[src/rtl/atp_pkg.sv]
// Shared types and constants of the aging priority task picker.
// No dependencies; every other file in rtl but atp_ram imports this package.
package atp_pkg;

    localparam int PRIO_W   = 8;
    localparam int ID_W     = 4;
    localparam int ACTION_W = 2;
    localparam int NOW_W    = 40;

    // Priority weight 10^k reaches 10^11 for a 48-bit time, which fits 37 bits.
    localparam int SCALE_W = 37;
    localparam int K_W     = 4;
    localparam int NUM_THR = 11;
    localparam int NUM_POW = NUM_THR + 1;
    localparam int PROD_W  = PRIO_W + SCALE_W;

    // The weight steps up by ten each time now reaches 11 * 10^(j+3).
    localparam logic [63:0] DEC_THR [0:NUM_THR-1] = '{
        64'd11000,
        64'd110000,
        64'd1100000,
        64'd11000000,
        64'd110000000,
        64'd1100000000,
        64'd11000000000,
        64'd110000000000,
        64'd1100000000000,
        64'd11000000000000,
        64'd110000000000000
    };

    localparam logic [SCALE_W-1:0] POW10 [0:NUM_POW-1] = '{
        37'd1,
        37'd10,
        37'd100,
        37'd1000,
        37'd10000,
        37'd100000,
        37'd1000000,
        37'd10000000,
        37'd100000000,
        37'd1000000000,
        37'd10000000000,
        37'd100000000000
    };

    typedef enum logic [ACTION_W-1:0] {
        ACT_CREATE  = 2'd0,
        ACT_REQUEUE = 2'd1,
        ACT_REMOVE  = 2'd2,
        ACT_PICK    = 2'd3
    } action_t;

    typedef enum logic [2:0] {
        ST_IDLE,
        ST_SETUP,
        ST_SCAN,
        ST_DRAIN,
        ST_DONE
    } state_t;

    typedef struct packed {
        logic clear;
        logic in_vld;
        logic in_rdy;
    } scan_ctrl_t;

    typedef struct packed {
        logic busy;
        logic found;
    } scan_stat_t;

endpackage

[src/rtl/atp_ram.sv]
// Generic single-write, single-read RAM with a registered read port.
// No dependencies.
module atp_ram #(
    parameter int WIDTH = 8,
    parameter int DEPTH = 16,
    localparam int AW = $clog2(DEPTH)
) (
    input  logic             aclk,
    input  logic             we,
    input  logic [AW-1:0]    waddr,
    input  logic [WIDTH-1:0] wdata,
    input  logic             re,
    input  logic [AW-1:0]    raddr,
    output logic [WIDTH-1:0] rdata
);

    logic [WIDTH-1:0] mem [0:DEPTH-1];
    logic [WIDTH-1:0] rdata_reg;

    always_ff @(posedge aclk) begin
        if (we) begin
            mem[waddr] <= wdata;
        end
        if (re) begin
            rdata_reg <= mem[raddr];
        end
    end

    assign rdata = rdata_reg;

endmodule

[src/rtl/atp_scale.sv]
// Priority weight unit: derives 10^k from the pick time over two registered steps.
// Depends on atp_pkg for the decade thresholds and the power-of-ten table.
module atp_scale import atp_pkg::*; #(
    parameter int TIME_BITS = 40
) (
    input  logic                 aclk,
    input  logic                 load,
    input  logic [TIME_BITS-1:0] now_in,
    output logic [SCALE_W-1:0]   scale
);

    logic [K_W-1:0]     k_reg;
    logic [K_W-1:0]     k_next;
    logic [SCALE_W-1:0] scale_reg;

    // Thresholds rise monotonically, so the last one passed gives the exponent.
    always_comb begin
        k_next = '0;
        for (int j = 0; j < NUM_THR; j++) begin
            if (64'(now_in) >= DEC_THR[j]) begin
                k_next = K_W'(j + 1);
            end
        end
    end

    always_ff @(posedge aclk) begin
        if (load) begin
            k_reg <= k_next;
        end
        scale_reg <= POW10[k_reg];
    end

    assign scale = scale_reg;

endmodule

[src/rtl/atp_scan.sv]
// Scoring pipeline: weights each slot read from the RAMs and keeps the best one.
// Depends on atp_pkg for the control and status structs and the widths.
module atp_scan import atp_pkg::*; #(
    parameter int MAX_TASKS = 16,
    parameter int TIME_BITS = 40,
    localparam int AW = $clog2(MAX_TASKS)
) (
    input  logic                 aclk,
    input  logic                 aresetn,
    input  scan_ctrl_t           ctrl,
    input  logic [AW-1:0]        in_idx,
    input  logic [PRIO_W-1:0]    rd_prio,
    input  logic [TIME_BITS-1:0] rd_time,
    input  logic [TIME_BITS-1:0] now,
    input  logic [SCALE_W-1:0]   scale,
    output scan_stat_t           stat,
    output logic [AW-1:0]        best_idx
);

    localparam int SCORE_W = ((TIME_BITS > PROD_W) ? TIME_BITS : PROD_W) + 1;

    logic                 a_vld_reg;
    logic                 a_rdy_reg;
    logic [AW-1:0]        a_idx_reg;
    logic [TIME_BITS-1:0] a_delta_reg;
    logic [PROD_W-1:0]    a_prod_reg;

    logic                 best_vld_reg;
    logic [SCORE_W-1:0]   best_score_reg;
    logic [AW-1:0]        best_idx_reg;

    logic [SCORE_W-1:0]   score;
    logic                 take;

    // Stage A: age (wraps modulo the time width) and weighted priority.
    always_ff @(posedge aclk) begin
        if (!aresetn) begin
            a_vld_reg <= 1'b0;
        end else begin
            a_vld_reg <= ctrl.in_vld;
        end
        a_rdy_reg   <= ctrl.in_rdy;
        a_idx_reg   <= in_idx;
        a_delta_reg <= now - rd_time;
        a_prod_reg  <= PROD_W'(rd_prio) * PROD_W'(scale);
    end

    // Stage B: the first ready slot is always taken; later ones need a strictly higher score.
    assign score = SCORE_W'(a_delta_reg) + SCORE_W'(a_prod_reg);
    assign take  = a_vld_reg && a_rdy_reg && (!best_vld_reg || (score > best_score_reg));

    always_ff @(posedge aclk) begin
        if (!aresetn) begin
            best_vld_reg <= 1'b0;
        end else if (ctrl.clear) begin
            best_vld_reg <= 1'b0;
        end else if (take) begin
            best_vld_reg <= 1'b1;
        end
        if (take) begin
            best_score_reg <= score;
            best_idx_reg   <= a_idx_reg;
        end
    end

    assign stat.busy  = ctrl.in_vld || a_vld_reg;
    assign stat.found = best_vld_reg;
    assign best_idx   = best_idx_reg;

endmodule

[src/rtl/aging_priority_task_picker.sv]
// Aging priority task picker, top level. Create, requeue and remove items give their
// result in the cycle after acceptance. A pick passes a setup state, scans each slot on the
// single read port of the priority and last-run RAMs, drains the read and score stages and
// commits once the output is free; its result appears, and the next item is taken, after
// that commit. Reset (aresetn, synchronous, active low) clears the ready flags and control
// state; RAM contents stay, and the user must have them written before use (unchecked).
module aging_priority_task_picker import atp_pkg::*; #(
    parameter int MAX_TASKS = 16,
    parameter int TIME_BITS = 40
) (
    input  logic                aclk,
    input  logic                aresetn,

    input  logic                s_valid,
    output logic                s_ready,
    input  logic [ACTION_W-1:0] s_action,
    input  logic [ID_W-1:0]     s_task_id,
    input  logic [PRIO_W-1:0]   s_priority_req,
    input  logic [NOW_W-1:0]    s_now_time,

    output logic                m_valid,
    input  logic                m_ready,
    output logic [ID_W-1:0]     m_chosen_task,
    output logic                m_found
);

    localparam int AW = $clog2(MAX_TASKS);

    // Control state.
    state_t                state_reg;
    state_t                state_next;
    logic [AW-1:0]         cnt_reg;
    logic [AW-1:0]         cnt_next;
    logic [MAX_TASKS-1:0]  slot_ready_reg;
    logic [MAX_TASKS-1:0]  slot_ready_next;
    logic                  issue_vld_reg;
    logic                  issue_vld_next;
    logic                  m_valid_reg;
    logic                  m_valid_next;

    // Payload registers.
    logic                  issue_rdy_reg;
    logic [AW-1:0]         issue_idx_reg;
    logic [TIME_BITS-1:0]  now_reg;
    logic [ID_W-1:0]       m_chosen_task_reg;
    logic [ID_W-1:0]       m_chosen_task_next;
    logic                  m_found_reg;
    logic                  m_found_next;

    // Handshake and decode.
    action_t               act;
    logic                  s_accept;
    logic                  out_free;
    logic                  id_ok;
    logic [AW-1:0]         id_addr;
    logic [TIME_BITS-1:0]  now_in;

    // RAM ports.
    logic                  prio_we;
    logic                  time_we;
    logic [AW-1:0]         time_waddr;
    logic [TIME_BITS-1:0]  time_wdata;
    logic                  rd_en;
    logic [PRIO_W-1:0]     rd_prio;
    logic [TIME_BITS-1:0]  rd_time;

    // Scan and scale units.
    scan_ctrl_t            scan_ctrl;
    scan_stat_t            scan_stat;
    logic [AW-1:0]         best_idx;
    logic [SCALE_W-1:0]    scale;
    logic                  scale_load;
    logic                  pick_commit;

    assign act      = action_t'(s_action);
    assign out_free = !m_valid_reg || m_ready;
    // A pick may be taken while an earlier result still waits, since it does not
    // write the output register until its scan has finished.
    assign s_ready  = (state_reg == ST_IDLE) && (out_free || (act == ACT_PICK));
    assign s_accept = s_valid && s_ready;
    assign id_ok    = 32'(s_task_id) < 32'(MAX_TASKS);
    assign id_addr  = AW'(s_task_id);
    assign now_in   = TIME_BITS'(s_now_time);

    assign scale_load  = s_accept && (act == ACT_PICK);
    assign pick_commit = (state_reg == ST_DONE) && out_free && scan_stat.found;

    always_ff @(posedge aclk) begin
        if (!aresetn) begin
            state_reg      <= ST_IDLE;
            cnt_reg        <= '0;
            slot_ready_reg <= '0;
            issue_vld_reg  <= 1'b0;
            m_valid_reg    <= 1'b0;
        end else begin
            state_reg      <= state_next;
            cnt_reg        <= cnt_next;
            slot_ready_reg <= slot_ready_next;
            issue_vld_reg  <= issue_vld_next;
            m_valid_reg    <= m_valid_next;
        end
        issue_rdy_reg     <= slot_ready_reg[cnt_reg];
        issue_idx_reg     <= cnt_reg;
        m_chosen_task_reg <= m_chosen_task_next;
        m_found_reg       <= m_found_next;
        if (scale_load) begin
            now_reg <= now_in;
        end
    end

    // Sequencer: next state, scan control, table writes and the output register.
    always_comb begin
        state_next         = state_reg;
        cnt_next           = cnt_reg;
        slot_ready_next    = slot_ready_reg;
        issue_vld_next     = 1'b0;
        m_valid_next       = m_valid_reg && !m_ready;
        m_chosen_task_next = m_chosen_task_reg;
        m_found_next       = m_found_reg;
        scan_ctrl.clear    = 1'b0;
        scan_ctrl.in_vld   = issue_vld_reg;
        scan_ctrl.in_rdy   = issue_rdy_reg;
        rd_en              = 1'b0;
        prio_we            = 1'b0;
        time_we            = 1'b0;
        time_waddr         = id_addr;
        time_wdata         = '0;

        unique case (state_reg)
            ST_IDLE: begin
                if (s_accept) begin
                    if (act == ACT_PICK) begin
                        state_next = ST_SETUP;
                        cnt_next   = '0;
                    end else begin
                        // Table actions answer at once with an empty result.
                        m_valid_next       = 1'b1;
                        m_chosen_task_next = '0;
                        m_found_next       = 1'b0;
                        if (id_ok) begin
                            unique case (act)
                                ACT_CREATE: begin
                                    slot_ready_next[id_addr] = 1'b1;
                                    prio_we                  = 1'b1;
                                    time_we                  = 1'b1;
                                end
                                ACT_REQUEUE: begin
                                    slot_ready_next[id_addr] = 1'b1;
                                    prio_we                  = 1'b1;
                                end
                                ACT_REMOVE: begin
                                    slot_ready_next[id_addr] = 1'b0;
                                end
                                default: begin
                                end
                            endcase
                        end
                    end
                end
            end
            ST_SETUP: begin
                // The weight settles in the scale unit while the best slot is cleared.
                scan_ctrl.clear = 1'b1;
                state_next      = ST_SCAN;
            end
            ST_SCAN: begin
                rd_en          = 1'b1;
                issue_vld_next = 1'b1;
                cnt_next       = cnt_reg + AW'(1);
                if (cnt_reg == AW'(MAX_TASKS - 1)) begin
                    state_next = ST_DRAIN;
                end
            end
            ST_DRAIN: begin
                if (!scan_stat.busy) begin
                    state_next = ST_DONE;
                end
            end
            ST_DONE: begin
                if (out_free) begin
                    state_next         = ST_IDLE;
                    m_valid_next       = 1'b1;
                    m_found_next       = scan_stat.found;
                    m_chosen_task_next = scan_stat.found ? ID_W'(best_idx) : '0;
                    if (scan_stat.found) begin
                        // Dequeue the winner and stamp it with the pick time.
                        slot_ready_next[best_idx] = 1'b0;
                        time_we                   = 1'b1;
                        time_waddr                = best_idx;
                        time_wdata                = now_reg;
                    end
                end
            end
            default: begin
                state_next = ST_IDLE;
            end
        endcase
    end

    atp_ram #(
        .WIDTH (PRIO_W),
        .DEPTH (MAX_TASKS)
    ) u_prio_ram (
        .aclk  (aclk),
        .we    (prio_we),
        .waddr (id_addr),
        .wdata (s_priority_req),
        .re    (rd_en),
        .raddr (cnt_reg),
        .rdata (rd_prio)
    );

    atp_ram #(
        .WIDTH (TIME_BITS),
        .DEPTH (MAX_TASKS)
    ) u_time_ram (
        .aclk  (aclk),
        .we    (time_we),
        .waddr (time_waddr),
        .wdata (time_wdata),
        .re    (rd_en),
        .raddr (cnt_reg),
        .rdata (rd_time)
    );

    atp_scale #(
        .TIME_BITS (TIME_BITS)
    ) u_scale (
        .aclk   (aclk),
        .load   (scale_load),
        .now_in (now_in),
        .scale  (scale)
    );

    atp_scan #(
        .MAX_TASKS (MAX_TASKS),
        .TIME_BITS (TIME_BITS)
    ) u_scan (
        .aclk     (aclk),
        .aresetn  (aresetn),
        .ctrl     (scan_ctrl),
        .in_idx   (issue_idx_reg),
        .rd_prio  (rd_prio),
        .rd_time  (rd_time),
        .now      (now_reg),
        .scale    (scale),
        .stat     (scan_stat),
        .best_idx (best_idx)
    );

    assign m_valid       = m_valid_reg;
    assign m_chosen_task = m_chosen_task_reg;
    assign m_found       = m_found_reg;

    // A result without a found task always reports slot zero.
    a_empty_pick_zero: assert property (@(posedge aclk) disable iff (!aresetn)
        (m_valid && !m_found) |-> (m_chosen_task == '0))
        else $error("result without a found task reports a nonzero slot");

    // The last-run RAM is never written while the scan reads it.
    a_no_write_in_scan: assert property (@(posedge aclk) disable iff (!aresetn)
        ((state_reg == ST_SCAN) || (state_reg == ST_DRAIN)) |-> !time_we)
        else $error("last-run RAM written during a scan");

    // A committed pick leaves its winner dequeued.
    a_winner_dequeued: assert property (@(posedge aclk) disable iff (!aresetn)
        pick_commit |=> !slot_ready_reg[$past(best_idx)])
        else $error("picked slot still ready after commit");

endmodule

[config.mk]
export PLATFORM = sky130hd
export DESIGN_NAME = aging_priority_task_picker
export DESIGN_NICKNAME = d
export VERILOG_FILES = /design/src/rtl/atp_pkg.sv /design/src/rtl/atp_ram.sv /design/src/rtl/atp_scale.sv /design/src/rtl/atp_scan.sv /design/src/rtl/aging_priority_task_picker.sv
export SDC_FILE = /design/constraint.sdc
export NUM_CORES = 2
export LEC_CHECK = 0
export BUFFER_PORTS_ARGS = -buffer_cell sky130_fd_sc_hd__buf_2
export CAP_MARGIN = 20
export CORE_ASPECT_RATIO = 0.5
export CORE_UTILIZATION = 30
export CTS_CLUSTER_DIAMETER = 60
export DETAILED_ROUTE_END_ITERATION = 10
export PLACE_DENSITY_LB_ADDON = 0.08
export RECOVER_POWER = 25
export SYNTH_ARGS = -nofsm -noshare
export SYNTH_HDL_FRONTEND = slang
export SYNTH_SLANG_ARGS = --single-unit
[constraint.sdc]
create_clock -name aclk -period 11.3 [get_ports aclk]
set_clock_uncertainty 0.05 [all_clocks]
set_input_delay 1.13 -clock aclk [delete_from_list [all_inputs] [get_ports aclk]]
set_output_delay 1.13 -clock aclk [all_outputs]
set_load 0.05 [all_outputs]
==> run_results.csv <==
group,metric,value,unit
yosys,syn_area_per_cell,14.6,sq um
yosys,syn_inst,3633,
min_path,hold_class,"flop to flop",
pwr,p_int,6.96,mW
sta,rsz0062_at_grt,"no",
die,die_area,0.178,sq mm
setup_path,cp.required,11810,ps
clock_network,htree_levels,3,
pwr,swShare,28.1,%
route,wl_per_cell,25.2,um
route,post-route-drc-count,0,
sta,period_share,58.1,%
pwr,ir_drop,0.127,mV
clock_network,cts.path.max_buffers,3,
yosys,synth_fa_ha_area_share,12.4,%
grt,grt_usage,17.4,%
cells_and_area,largest_register_ffs,640,
sta,slew_viol_final,370,
yosys,ys_types,82,
sta,setup_viol,0,
cells_and_area,area_growth,12.6,%
cells_and_area,layout_commonest_cell,"edfxtp_1",
setup_path,r2r_slack,4730,ps
yosys,synth.cell_area,0.0529,sq mm
cells_and_area,seq_area,0.0305,sq mm
min_path,min_to,"u_scan.a_idx_reg[3]",
sta,fmax,152,MHz
sta,hold_violations,0,
die,initial_core_util,30.3,%
clock_network,cts_num_sinks,1066,
sta,tns,0,ps
cells_and_area,finalNonFillerCells,6132,
yosys,synth-simple-area-share,7.56,%
cells_and_area,fin_util,34.2,%
route,detail-route-antenna-nets,0,
sta,slew_headroom,-192,%
route,vias,30300,
yosys,synth_xor_area_share,1.82,%
route,wirelength,155,mm
yosys,syn_nets,4097,
min_path,hold_start,"issue_idx_reg[3]",
sta,fin_crit,6570,ps
clock_network,cts_resized,0,
clock_network,hold_buffers,0,
route,drt_iter0_markers,2244,
die,io_pins,65,
grt,grt_overflow,0,
setup_path,arrival,7070,ps
yosys,synth_top_family_by_area,"adder cells",
yosys,synthFlopType,"edfxtp_1",
route,detail_route.vias_per_cell,4.94,
placement,post-place-cells,5932,
sta,worstMarginPinSlew,4370,ps
clock_network,cts_root_buffer,"clkbuf_16",
yosys,synth_edf_count,915,
grt,grt_max_degree,115,
pwr,p_switching,2.72,mW
die,row_count,108,
clock_network,cts_tree,"yes",
cells_and_area,nFillCells,17000,
clock_network,worstSkewPairLatency,730,ps
setup_path,ff2ff_path_depth,18,
pwr,comb_power_share,17.9,%
grt,grt_pass1_wl,226,mm
setup_path,path_max_fanout,29,
pwr,leakage,19.9,nW
yosys,synth.yosys.seq_area_share,57.7,%
setup_path,reg2reg_to,"u_scan.a_prod_reg[31]",
setup_path,r2r-start,"u_prio_ram.rdata[0]",
yosys,synth_seq_cells,1066,
run,cap_violations,10,
placement,hpwl,99.7,mm
placement,place.gp.congestion,0.821,
cells_and_area,layout_common_cells,"915 x edfxtp_1, 372 x inv_1, 245 x mux4_2",
yosys,async_flop_share,0,%
cells_and_area,multi_input_area,0.0207,sq mm
grt,antenna_found_initial,14,
sta,hold_ws,274,ps
yosys,synthMuxAreaShare,10.5,%
clock_network,numCtsBuffers,105,
pwr,power_density,162,mW/mm^2
die,core,0.174,sq mm
cells_and_area,final_nets,4195,
outcome,violations,"max-capacitance violations, max-slew violations",
clock_network,cts.clk_slew.worst_paths,60,ps
setup_path,end_kind,"flop",
clock_network,cts_setup_buffers,0,
cells_and_area,final_layout_size_suffix_gt1_share,13.4,%
grt,grt_pass1_vias,31500,
die,dieHeight,299,um
route,drt_pass1_iterations,6,
yosys,synth_compound_area_share,6.43,%
placement,place.port_buffers,64,
min_path,whs_path_depth,0,
outcome,status,"finished, violations left",
setup_path,worstSetupPathType,"flop to flop",
die,dieWidth,596,um
pwr,p_clk_share,36.3,%
setup_path,startpoint_type,"flop",
pwr,seqPwrFrac,45.8,%
yosys,yosys_warnings,0,
[final cells by class]
cell class / count / area share (%)
flip-flops and latches: 1066 / 51.2
repair buffers: 122 / 1.19
clock inverters: 59 / 0.972
multi-input cells: 2064 / 34.7
clock buffers: 135 / 4.70
well taps: 2310 / 4.85
inverters: 372 / 2.34
diodes: 4 / 0.0168
[worst max-delay path, stage by stage, from the launching register on]
cell and delay, ps:
edfxtp_1 320, clkbuf_1 1180, nand2_1 570, fa_1 680
inv_1 50, fa_1 480, inv_1 80, fa_1 580
inv_1 60, ha_1 370, nand3_1 170, nor2_1 120
o31ai_1 100, a31oi_1 390, o211ai_1 220, o31ai_1 380
a21o_1 170, a21oi_1 70, xnor2_1 360
[metrics by stage]
| stage | worst slack, ps | area, sq um | total power [mW] |
|---|---|---|---|
| floorplan | 4830 | 52900 | 5.71 |
| global placement | 5490 | 56200 | 6.26 |
| detailed placement | 5400 | 56300 | 6.25 |
| CTS | 5370 | 59600 | 9.80 |
| global route | 4130 | 59600 | 10.2 |
| finish | 4730 | 59600 | 9.68 |
[kinds of logic (layout without fill, tap and decap cells)]
| family | Yosys count | in the layout |
|---|---|---|
| flip-flops | 1066 | 1066 |
| AND/OR/NAND/NOR | 775 | 775 |
| AO/OA/AOI/OAI | 522 | 522 |
| buffers and inverters | 503 | 688 |
| adder cells (fa/ha/maj) | 406 | 406 |
| multiplexers | 251 | 251 |
| XOR/XNOR | 110 | 110 |
| other | 0 | 4 |
[how the worst max path moves through the flow]
stage,start,to,cells after the start
finish,u_prio_ram.rdata[0],u_scan.a_prod_reg[31],18
global route,u_prio_ram.rdata[0],u_scan.a_prod_reg[31],18
CTS,u_prio_ram.rdata[7],u_scan.a_prod_reg[42],18
detailed placement,u_prio_ram.rdata[7],u_scan.a_prod_reg[42],18
global placement,u_prio_ram.rdata[7],u_scan.a_prod_reg[42],18
floorplan,u_scan.a_prod_reg[0],u_scan.best_idx[0],17
[synth_stat cells, types with 10 or more instances]
master,instances,area [sq um]
edfxtp_1,915,27500
inv_1,372,1400
mux4_2,245,5520
ha_1,209,2620
fa_1,197,3940
nand2_1,179,672
and2_1,175,1090
dfxtp_1,151,3020
a21oi_1,148,741
nor2_1,142,533
clkbuf_1,106,398
o21ai_0,102,510
a21o_1,80,601
xnor2_1,74,648
nor3_1,52,260
and3_1,51,319
nand3_1,39,195
xor2_1,36,315
nor2b_1,32,200
nand4_1,30,188
nand2b_1,29,181
o21a_1,29,218
o21bai_1,17,128
a211oi_1,15,113
a31oi_1,15,93.8
buf_1,14,52.6
a22oi_1,13,97.6
nor4_1,11,68.8
o31ai_1,11,82.6
buf_2,10,50.1
[power by group through the flow]
stage	Sequential, mW	Combinational [mW]	Clock (mW)
floorplan	4.48	1.23	0
global placement	4.51	1.75	0
detailed placement	4.51	1.74	0
CTS	4.43	1.76	3.61
global route	4.44	1.96	3.75
finish	4.43	1.74	3.51
[layer usage]
layer	part of all wire [%]	global-route usage, %
met5	0.032	0
met3	3.6	2.24
met2	45	26.8
met1	50	26.3
met4	1.7	3.40
Note: power is estimated with default switching activity, not from simulation.
